===== src/sv/lchr_pkg.sv =====
`timescale 1ns / 1ps

package lchr_pkg;

  // Field widths
  localparam int unsigned LBA_W  = 32;
  localparam int unsigned CYL_W  = 16;
  localparam int unsigned GEO_W  = 8;
  localparam int unsigned PC_W   = 2 * GEO_W;   // records per cylinder
  localparam int unsigned CFG_IDX_W = 8;

  // Pipeline shape: quotient bits resolved per divider stage
  localparam int unsigned DIV_BITS = 4;
  localparam int unsigned DIV1_STG = LBA_W / DIV_BITS;
  localparam int unsigned DIV2_STG = PC_W / DIV_BITS;
  localparam int unsigned N_STG    = 2 + DIV1_STG + DIV2_STG;

  // Reset geometry
  localparam logic [GEO_W-1:0] HPC_RESET = GEO_W'(15);
  localparam logic [GEO_W-1:0] RPT_RESET = GEO_W'(12);

  // Configuration register indexes
  typedef enum logic [CFG_IDX_W-1:0] {
    REG_HEADS_PER_CYL = CFG_IDX_W'(0),
    REG_RECS_PER_TRK  = CFG_IDX_W'(1)
  } cfg_reg_e;

  // Result of one translation
  typedef struct packed {
    logic             overflow;
    logic [GEO_W-1:0] rec;
    logic [GEO_W-1:0] head;
    logic [CYL_W-1:0] cyl;
  } result_t;

endpackage


===== src/sv/lchr_pipe.sv =====
`timescale 1ns / 1ps

module lchr_pipe import lchr_pkg::*; (
  input  logic             clk_i,
  input  logic             rst_ni,
  input  logic             in_valid_i,
  output logic             in_ready_o,
  input  logic [LBA_W-1:0] in_lba_i,
  input  logic [GEO_W-1:0] in_hpc_i,
  input  logic [GEO_W-1:0] in_rpt_i,
  output logic             out_valid_o,
  input  logic             out_ready_i,
  output result_t          out_res_o
);

  // Per-stage working set
  typedef struct packed {
    logic [LBA_W-1:0] quo;   // dividend bits shift out, quotient bits shift in
    logic [PC_W-1:0]  rem;
    logic [PC_W-1:0]  dvs;
    logic [GEO_W-1:0] hpc;
    logic [GEO_W-1:0] rpt;
    logic [PC_W-1:0]  quo2;
    logic [GEO_W-1:0] rem2;
  } stage_t;

  stage_t stage_q [N_STG];
  stage_t stage_d [N_STG];
  logic [N_STG-1:0] valid_q;
  logic [N_STG:0]   rdy;
  logic [N_STG-1:0] up_valid;

  // Stage input: load the block number and geometry
  always_comb begin
    stage_d[0]      = '0;
    stage_d[0].quo  = in_lba_i;
    stage_d[0].hpc  = in_hpc_i;
    stage_d[0].rpt  = in_rpt_i;
  end

  // Backpressure: a stage takes a beat when empty or when it drains
  assign rdy[N_STG] = out_ready_i;
  assign up_valid[0] = in_valid_i;

  for (genvar k = 0; k < N_STG; k++) begin : g_stage
    assign rdy[k] = !valid_q[k] || rdy[k+1];
    if (k > 0) begin : g_up
      assign up_valid[k] = valid_q[k-1];
    end

    if (k == 1) begin : g_mul
      // Records per cylinder
      always_comb begin
        stage_d[k]     = stage_q[k-1];
        stage_d[k].dvs = PC_W'(stage_q[k-1].hpc) * PC_W'(stage_q[k-1].rpt);
        stage_d[k].rem = '0;
      end
    end else if (k >= 2 && k < 2 + DIV1_STG) begin : g_div1
      // Restoring division of the block number, DIV_BITS steps
      always_comb begin
        logic [PC_W:0] trial;
        logic          qb;
        stage_d[k] = stage_q[k-1];
        for (int j = 0; j < DIV_BITS; j++) begin
          trial = {stage_d[k].rem, stage_d[k].quo[LBA_W-1]};
          qb    = (trial >= {1'b0, stage_d[k].dvs});
          if (qb) begin
            trial = trial - {1'b0, stage_d[k].dvs};
          end
          stage_d[k].rem = trial[PC_W-1:0];
          stage_d[k].quo = {stage_d[k].quo[LBA_W-2:0], qb};
        end
        // Hand the remainder to the second divider
        if (k == 1 + DIV1_STG) begin
          stage_d[k].quo2 = stage_d[k].rem;
          stage_d[k].rem2 = '0;
        end
      end
    end else if (k >= 2 + DIV1_STG) begin : g_div2
      // Restoring division of the remainder by records per track
      always_comb begin
        logic [GEO_W:0] trial;
        logic           qb;
        stage_d[k] = stage_q[k-1];
        for (int j = 0; j < DIV_BITS; j++) begin
          trial = {stage_d[k].rem2, stage_d[k].quo2[PC_W-1]};
          qb    = (trial >= {1'b0, stage_d[k].rpt});
          if (qb) begin
            trial = trial - {1'b0, stage_d[k].rpt};
          end
          stage_d[k].rem2 = trial[GEO_W-1:0];
          stage_d[k].quo2 = {stage_d[k].quo2[PC_W-2:0], qb};
        end
      end
    end

    // Valid bit travels with the data
    always_ff @(posedge clk_i or negedge rst_ni) begin
      if (!rst_ni) begin
        valid_q[k] <= 1'b0;
      end else if (rdy[k]) begin
        valid_q[k] <= up_valid[k];
      end
    end

    always_ff @(posedge clk_i) begin
      if (rdy[k] && up_valid[k]) begin
        stage_q[k] <= stage_d[k];
      end
    end
  end

  // Format the result from the last stage
  assign in_ready_o        = rdy[0];
  assign out_valid_o       = valid_q[N_STG-1];
  assign out_res_o.cyl      = stage_q[N_STG-1].quo[CYL_W-1:0];
  assign out_res_o.overflow = |stage_q[N_STG-1].quo[LBA_W-1:CYL_W];
  assign out_res_o.head     = stage_q[N_STG-1].quo2[GEO_W-1:0];
  assign out_res_o.rec      = stage_q[N_STG-1].rem2 + GEO_W'(1);

  // Divisors never zero once a beat is in flight
  a_dvs_nonzero: assert property (@(posedge clk_i) disable iff (!rst_ni)
    valid_q[1] |-> (stage_q[1].dvs != '0 && stage_q[1].rpt != '0))
    else $error("zero divisor in pipeline");

  // Partial remainder stays below the divisor
  a_rem1_range: assert property (@(posedge clk_i) disable iff (!rst_ni)
    valid_q[1 + DIV1_STG] |-> (stage_q[1 + DIV1_STG].rem < stage_q[1 + DIV1_STG].dvs))
    else $error("cylinder remainder out of range");

  a_rem2_range: assert property (@(posedge clk_i) disable iff (!rst_ni)
    valid_q[N_STG-1] |-> (stage_q[N_STG-1].rem2 < stage_q[N_STG-1].rpt))
    else $error("record remainder out of range");

  // Input stalls only when every stage holds a beat
  a_full_stall: assert property (@(posedge clk_i) disable iff (!rst_ni)
    !in_ready_o |-> (&valid_q))
    else $error("input stalled with a bubble in the pipeline");

endmodule


===== src/sv/lba_to_cylinder_head_record.sv =====
`timescale 1ns / 1ps
// Stages from input beat to result beat: input register, multiply,
//   eight radix-16 stages for the cylinder divide, four for the head divide.
// Throughput: one beat per cycle while m_axis_tready is high; on a stall, empty stages still fill.
// Reset: clears all stage valid bits; heads per cylinder returns to 15 and
//   records per track to 12.
module lba_to_cylinder_head_record import lchr_pkg::*; (
  input  logic                 clk_i,
  input  logic                 rst_ni,
  // Configuration write channel
  input  logic                 cfg_valid_i,
  output logic                 cfg_ready_o,
  input  logic [CFG_IDX_W-1:0] cfg_index_i,
  input  logic [GEO_W-1:0]     cfg_data_i,
  // Input stream
  input  logic                 s_axis_tvalid,
  output logic                 s_axis_tready,
  input  logic [LBA_W-1:0]     s_axis_tdata,   // [31:0] block_number
  // Result stream
  output logic                 m_axis_tvalid,
  input  logic                 m_axis_tready,
  output logic [31:0]          m_axis_tdata,   // [15:0] cylinder, [23:16] head, [31:24] record
  output logic                 m_axis_tuser    // [0] cylinder_overflow
);

  logic [GEO_W-1:0] hpc_q, hpc_d;
  logic [GEO_W-1:0] rpt_q, rpt_d;
  logic [GEO_W-1:0] hpc_eff, rpt_eff;
  result_t          res;

  assign cfg_ready_o = 1'b1;

  // Decode configuration writes; unknown indexes are dropped
  always_comb begin
    hpc_d = hpc_q;
    rpt_d = rpt_q;
    if (cfg_valid_i) begin
      unique case (cfg_index_i)
        REG_HEADS_PER_CYL: hpc_d = cfg_data_i;
        REG_RECS_PER_TRK:  rpt_d = cfg_data_i;
        default: ;
      endcase
    end
  end

  always_ff @(posedge clk_i or negedge rst_ni) begin
    if (!rst_ni) begin
      hpc_q <= HPC_RESET;
      rpt_q <= RPT_RESET;
    end else begin
      hpc_q <= hpc_d;
      rpt_q <= rpt_d;
    end
  end

  // Treat zero geometry as one
  assign hpc_eff = (hpc_q == '0) ? GEO_W'(1) : hpc_q;
  assign rpt_eff = (rpt_q == '0) ? GEO_W'(1) : rpt_q;

  lchr_pipe u_pipe (
    .clk_i       (clk_i),
    .rst_ni      (rst_ni),
    .in_valid_i  (s_axis_tvalid),
    .in_ready_o  (s_axis_tready),
    .in_lba_i    (s_axis_tdata),
    .in_hpc_i    (hpc_eff),
    .in_rpt_i    (rpt_eff),
    .out_valid_o (m_axis_tvalid),
    .out_ready_i (m_axis_tready),
    .out_res_o   (res)
  );

  // Pack the result beat
  assign m_axis_tdata = {res.rec, res.head, res.cyl};
  assign m_axis_tuser = res.overflow;

endmodule

===== config.mk =====
export PLATFORM = sky130hd
export DESIGN_NAME = lba_to_cylinder_head_record
export DESIGN_NICKNAME = d
export VERILOG_FILES = /design/src/sv/lchr_pkg.sv /design/src/sv/lchr_pipe.sv /design/src/sv/lba_to_cylinder_head_record.sv
export SDC_FILE = /design/constraint.sdc
export NUM_CORES = 2
export LEC_CHECK = 0
export BUFFER_PORTS_ARGS = -buffer_cell sky130_fd_sc_hd__clkbuf_2
export CAP_MARGIN = 30
export CORE_MARGIN = 2
export CORE_UTILIZATION = 60
export CTS_BUF_LIST = sky130_fd_sc_hd__clkbuf_8 sky130_fd_sc_hd__clkbuf_16
export DETAILED_ROUTE_END_ITERATION = 7
export PLACE_DENSITY_LB_ADDON = 0.1
export SLEW_MARGIN = 40
export SYNTH_ARGS = -nofsm -noshare
export SYNTH_HDL_FRONTEND = slang
export SYNTH_SLANG_ARGS = --single-unit

===== constraint.sdc =====
create_clock -name clk_i -period 18.4 [get_ports clk_i]
set_clock_uncertainty 0.15 [all_clocks]
set_input_delay 1.84 -clock clk_i [delete_from_list [all_inputs] [get_ports clk_i]]
set_output_delay 1.84 -clock clk_i [all_outputs]
set_load 0.01 [all_outputs]

==> run_results.csv <==
group,metric,value,unit
clock_tree,cell_at_the_root_of_the_clock_tree,"sky130_fd_sc_hd__clkbuf_16",
critical_path,worstRegToRegCells,42,
global_routing,grt-ovfl-total,0,
clock_tree,cts_tree,"done",
critical_path,crit_path_max_fanout,27,
die,placementRows,120,
clock_tree,clk-insertion-delay-late,700,ps
die,coreArea,107000,sq um
cells_and_area,postLayoutCoreUtil,65.5,%
clock_tree,cts-hold-fix-buffers,0,
clock_tree,htree_levels,3,
die,ioPinCount,89,
critical_path,crit_arrival,12870,ps
critical_path,reg2reg_slack,5780,ps
yosys,synth_sequential_area_ratio,41.9,%
critical_path,critical_path_class,"reg2reg",
timing,clock.fmax,79.3,MHz
yosys,synthesis.area,65200,sq um
job,cap_violations,0,
yosys,synth-seq-cells,914,
clock_tree,clock_sink_count,914,
clock_tree,cts_resized,0,
critical_path,r2r_end,"u_pipe.stage_q[0][484]$_DFFE_PP_",
timing,finalCriticalPeriod,12620,ps
detailed_routing,drt_drc_violations_left,0,
timing,hold_violations,0,
global_routing,first_pass_grt_wire_length,237000,um
placement,dp_worst_setup_slack,6250,ps
critical_path,crit_slowest_cell,"sky130_fd_sc_hd__edfxtp_1",
die,die_h,334,um
critical_path,critical_path_required,18650,ps
critical_path,critical_path.endpoint_type,"register",
detailed_routing,wl_met3,5660,um
min_path,hold_path_class,"reg2reg",
critical_path,r2r_path_start,"u_pipe.stage_q[0][353]$_DFFE_PP_",
detailed_routing,final_antenna_net_count,0,
timing,fin_worst_hold_slack,233,ps
die,fp.dieArea,111000,sq um
yosys,syn_area_per_cell,10.6,sq um
global_routing,grt_max_degree,73,
detailed_routing,wl_met1,66400,um
clock_tree,clock_buffer_count_from_cts,95,
clock_tree,cts_max_path_buffers,3,
yosys,yosysUniqueCellTypes,107,
timing,setup_tns,0,ps
cells_and_area,area.growth.synth_to_final,7.95,%
timing,rsz0062_at_grt,"no",
global_routing,groute.usage.overall,26.3,%
timing,layout_worst_path_cycle_share,68.6,%
cells_and_area,finish.net_count,7046,
detailed_routing,initialDrtViolationCount,2978,
cells_and_area,area_of_the_multi_input_gates,35400,sq um
cells_and_area,fillerInstances,8486,
detailed_routing,vias_per_cell,5.99,
critical_path,slowest_delay,670,ps
detailed_routing,met2RoutedLength,71900,um
critical_path,critical_path.most_common_cell,"sky130_fd_sc_hd__ha_1",
yosys,number_of_synthesized_flops_with_an_enable_pin,884,
yosys,yosys.area.top_type_share,40.7,%
die,floorplan.die.width,334,um
critical_path,worst_setup_path_startpoint,"u_pipe.stage_q[0][353]$_DFFE_PP_",
cells_and_area,n_antenna_cell,0,
detailed_routing,wire_per_inst,19.1,um
timing,transition_at_the_pin_with_the_smallest_max_transition_slack,810,ps
placement,portBuffers,87,
detailed_routing,detailed_router_iteration_count_before_antenna_repair,5,
placement,place.detailed.hpwl,113000,um
global_routing,first_global_vias,45341,
yosys,synth.area.top_cells,"sky130_fd_sc_hd__edfxtp_1 (41%), sky130_fd_sc_hd__ha_1 (13%), sky130_fd_sc_hd__xnor2_1 (4.3%), sky130_fd_sc_hd__mux2_2 (4.1%), sky130_fd_sc_hd__a21oi_1 (3.5%)",
cells_and_area,layout.area.seq,27300,sq um
critical_path,worstSetupEndpoint,"u_pipe.stage_q[0][484]$_DFFE_PP_",
timing,slew_viol_final,0,
clock_tree,post_cts_buffers,0,
timing,worst_slew_margin_rel,45.8,%
cells_and_area,drive_above_1_share,9.98,%
clock_tree,cts.clk_slew.worst_paths,60,ps
detailed_routing,detailroute.via_count,46296,
detailed_routing,postRouteWirelength,148000,um
placement,gp_congestion,0.928,
timing,post-route-worst-setup-slack,5780,ps
yosys,yosys_most_used_dff,"sky130_fd_sc_hd__edfxtp_1",
yosys,syn_nets,6958,
outcome,status,"finished clean",
detailed_routing,maxUsedRoutingLayer,"met4",
global_routing,antenna_violations_before_repair,2,
yosys,yosysWarningCount,0,
yosys,asyncSetResetFlopFracSynth,3.28,%
yosys,yosysTopAreaCell,"sky130_fd_sc_hd__edfxtp_1",
critical_path,critPathLaunchType,"register",
timing,report.final.setup_viol,0,
die,floorplan.initialDensity,60.7,%
yosys,netlist_instances,6166,
-- layer usage --
layer,vias up,global-route usage (%)
met1,22125,34.9
li1,22909,-
met4,0,7.38
met3,255,2.74
met5,-,0
met2,1007,45.8
-- worst min path at each step --
| stage | cells past startpoint | endpoint | slack (ps) | from |
|---|---|---|---|---|
| finish | 0 | u_pipe.stage_q[0][808]$_DFFE_PP_ | 230 | u_pipe.stage_q[0][700]$_DFFE_PP_ |
| CTS | 0 | u_pipe.stage_q[0][812]$_DFFE_PP_ | 230 | u_pipe.stage_q[0][704]$_DFFE_PP_ |
| detailed placement | 0 | u_pipe.stage_q[0][186]$_DFFE_PP_ | 250 | u_pipe.stage_q[0][82]$_DFFE_PP_ |
| floorplan | 0 | u_pipe.stage_q[0][176]$_DFFE_PP_ | 250 | u_pipe.stage_q[0][72]$_DFFE_PP_ |
| global route | 0 | u_pipe.stage_q[0][808]$_DFFE_PP_ | 250 | u_pipe.stage_q[0][700]$_DFFE_PP_ |
| global placement | 0 | u_pipe.stage_q[0][207]$_DFFE_PP_ | 250 | u_pipe.stage_q[0][103]$_DFFE_PP_ |
-- state kept, by name (all words and copies together) (netlist names) --
register,count
u_pipe.out_valid_o,1
u_pipe.up_valid,13
hpc_q,8
u_pipe.stage_q,884
rpt_q,8
-- Yosys cell counts (24+ instances only) --
cell and instances:
sky130_fd_sc_hd__a211oi_1 44, sky130_fd_sc_hd__a21boi_0 28, sky130_fd_sc_hd__a21o_1 171, sky130_fd_sc_hd__a21oi_1 460, sky130_fd_sc_hd__a31oi_1 46, sky130_fd_sc_hd__and2_1 67
sky130_fd_sc_hd__and3_1 38, sky130_fd_sc_hd__buf_2 27, sky130_fd_sc_hd__buf_4 31, sky130_fd_sc_hd__clkbuf_1 55, sky130_fd_sc_hd__dfrtp_1 24, sky130_fd_sc_hd__edfxtp_1 884
sky130_fd_sc_hd__fa_1 82, sky130_fd_sc_hd__ha_1 657, sky130_fd_sc_hd__inv_1 508, sky130_fd_sc_hd__mux2_2 235, sky130_fd_sc_hd__mux2i_1 75, sky130_fd_sc_hd__nand2_1 383
sky130_fd_sc_hd__nand2b_1 80, sky130_fd_sc_hd__nand3_1 98, sky130_fd_sc_hd__nand4_1 75, sky130_fd_sc_hd__nor2_1 417, sky130_fd_sc_hd__nor2b_1 99, sky130_fd_sc_hd__nor3_1 100
sky130_fd_sc_hd__nor4_1 29, sky130_fd_sc_hd__o21a_1 83, sky130_fd_sc_hd__o21ai_0 317, sky130_fd_sc_hd__o21bai_1 64, sky130_fd_sc_hd__o221ai_1 33, sky130_fd_sc_hd__o31ai_1 32
sky130_fd_sc_hd__or2_2 24, sky130_fd_sc_hd__or3_1 39, sky130_fd_sc_hd__xnor2_1 319, sky130_fd_sc_hd__xor2_1 146
-- kinds of logic after synthesis --
logic type,share of synthesized area [%]
AO/OA/AOI/OAI,15.4
AND/OR/NAND/NOR,11.2
flip-flops,41.9
adder cells (fa/ha/maj),15.1
buffers and inverters,4.02
XOR/XNOR,6.25
multiplexers,6.11
other,0.00576
-- cell usage in the layout, fill, tap and decap left out, types with 60 or more instances in the layout --
cell type and n:
sky130_fd_sc_hd__nor2b_1 95, sky130_fd_sc_hd__o21bai_1 64, sky130_fd_sc_hd__o21ai_0 316, sky130_fd_sc_hd__a21oi_1 460
sky130_fd_sc_hd__mux2_2 235, sky130_fd_sc_hd__xor2_1 146, sky130_fd_sc_hd__and2_1 60, sky130_fd_sc_hd__a21o_1 171
sky130_fd_sc_hd__clkbuf_16 95, sky130_fd_sc_hd__nor3_1 99, sky130_fd_sc_hd__xnor2_1 319, sky130_fd_sc_hd__o21a_1 83
sky130_fd_sc_hd__fa_1 82, sky130_fd_sc_hd__clkbuf_2 86, sky130_fd_sc_hd__ha_1 657, sky130_fd_sc_hd__nand2_1 383
sky130_fd_sc_hd__nand3_1 97, sky130_fd_sc_hd__mux2i_1 75, sky130_fd_sc_hd__nor2_1 417, sky130_fd_sc_hd__nand2b_1 80
sky130_fd_sc_hd__nand4_1 75, sky130_fd_sc_hd__edfxtp_1 884, sky130_fd_sc_hd__inv_1 531
-- worst max-delay path, delay by kind of cell (launching register included) --
kind	cells	cell delay, ps
AO/OA/AOI/OAI	24	7120
adder cells (fa/ha/maj)	4	1300
buffers and inverters	5	1290
flip-flops	1	670
AND/OR/NAND/NOR	9	1800
-- through the flow --
| step | instances | area (sq um) |
|---|---|---|
| 6_report | 7733 | 70300 |
| 5_1_grt | 7733 | 70300 |
| 4_1_cts | 7731 | 70300 |
| 3_5_place_dp | 7558 | 67100 |
| 3_3_place_gp | 7557 | 67000 |
| 2_1_floorplan | 6166 | 65200 |
-- area by class of cell --
class                           count  area share [%]
Inverter                          517            2.76
Multi-Input combinational cell   4609            50.3
Timing Repair Buffer              117            1.02
Clock buffer                       95            3.38
Clock inverter                     78            1.19
Tap cell                         1403            2.50
Sequential cell                   914            38.8
Power is not shown: default switching activity piles up to over one toggle a cycle in this logic, so the estimate is an artifact.
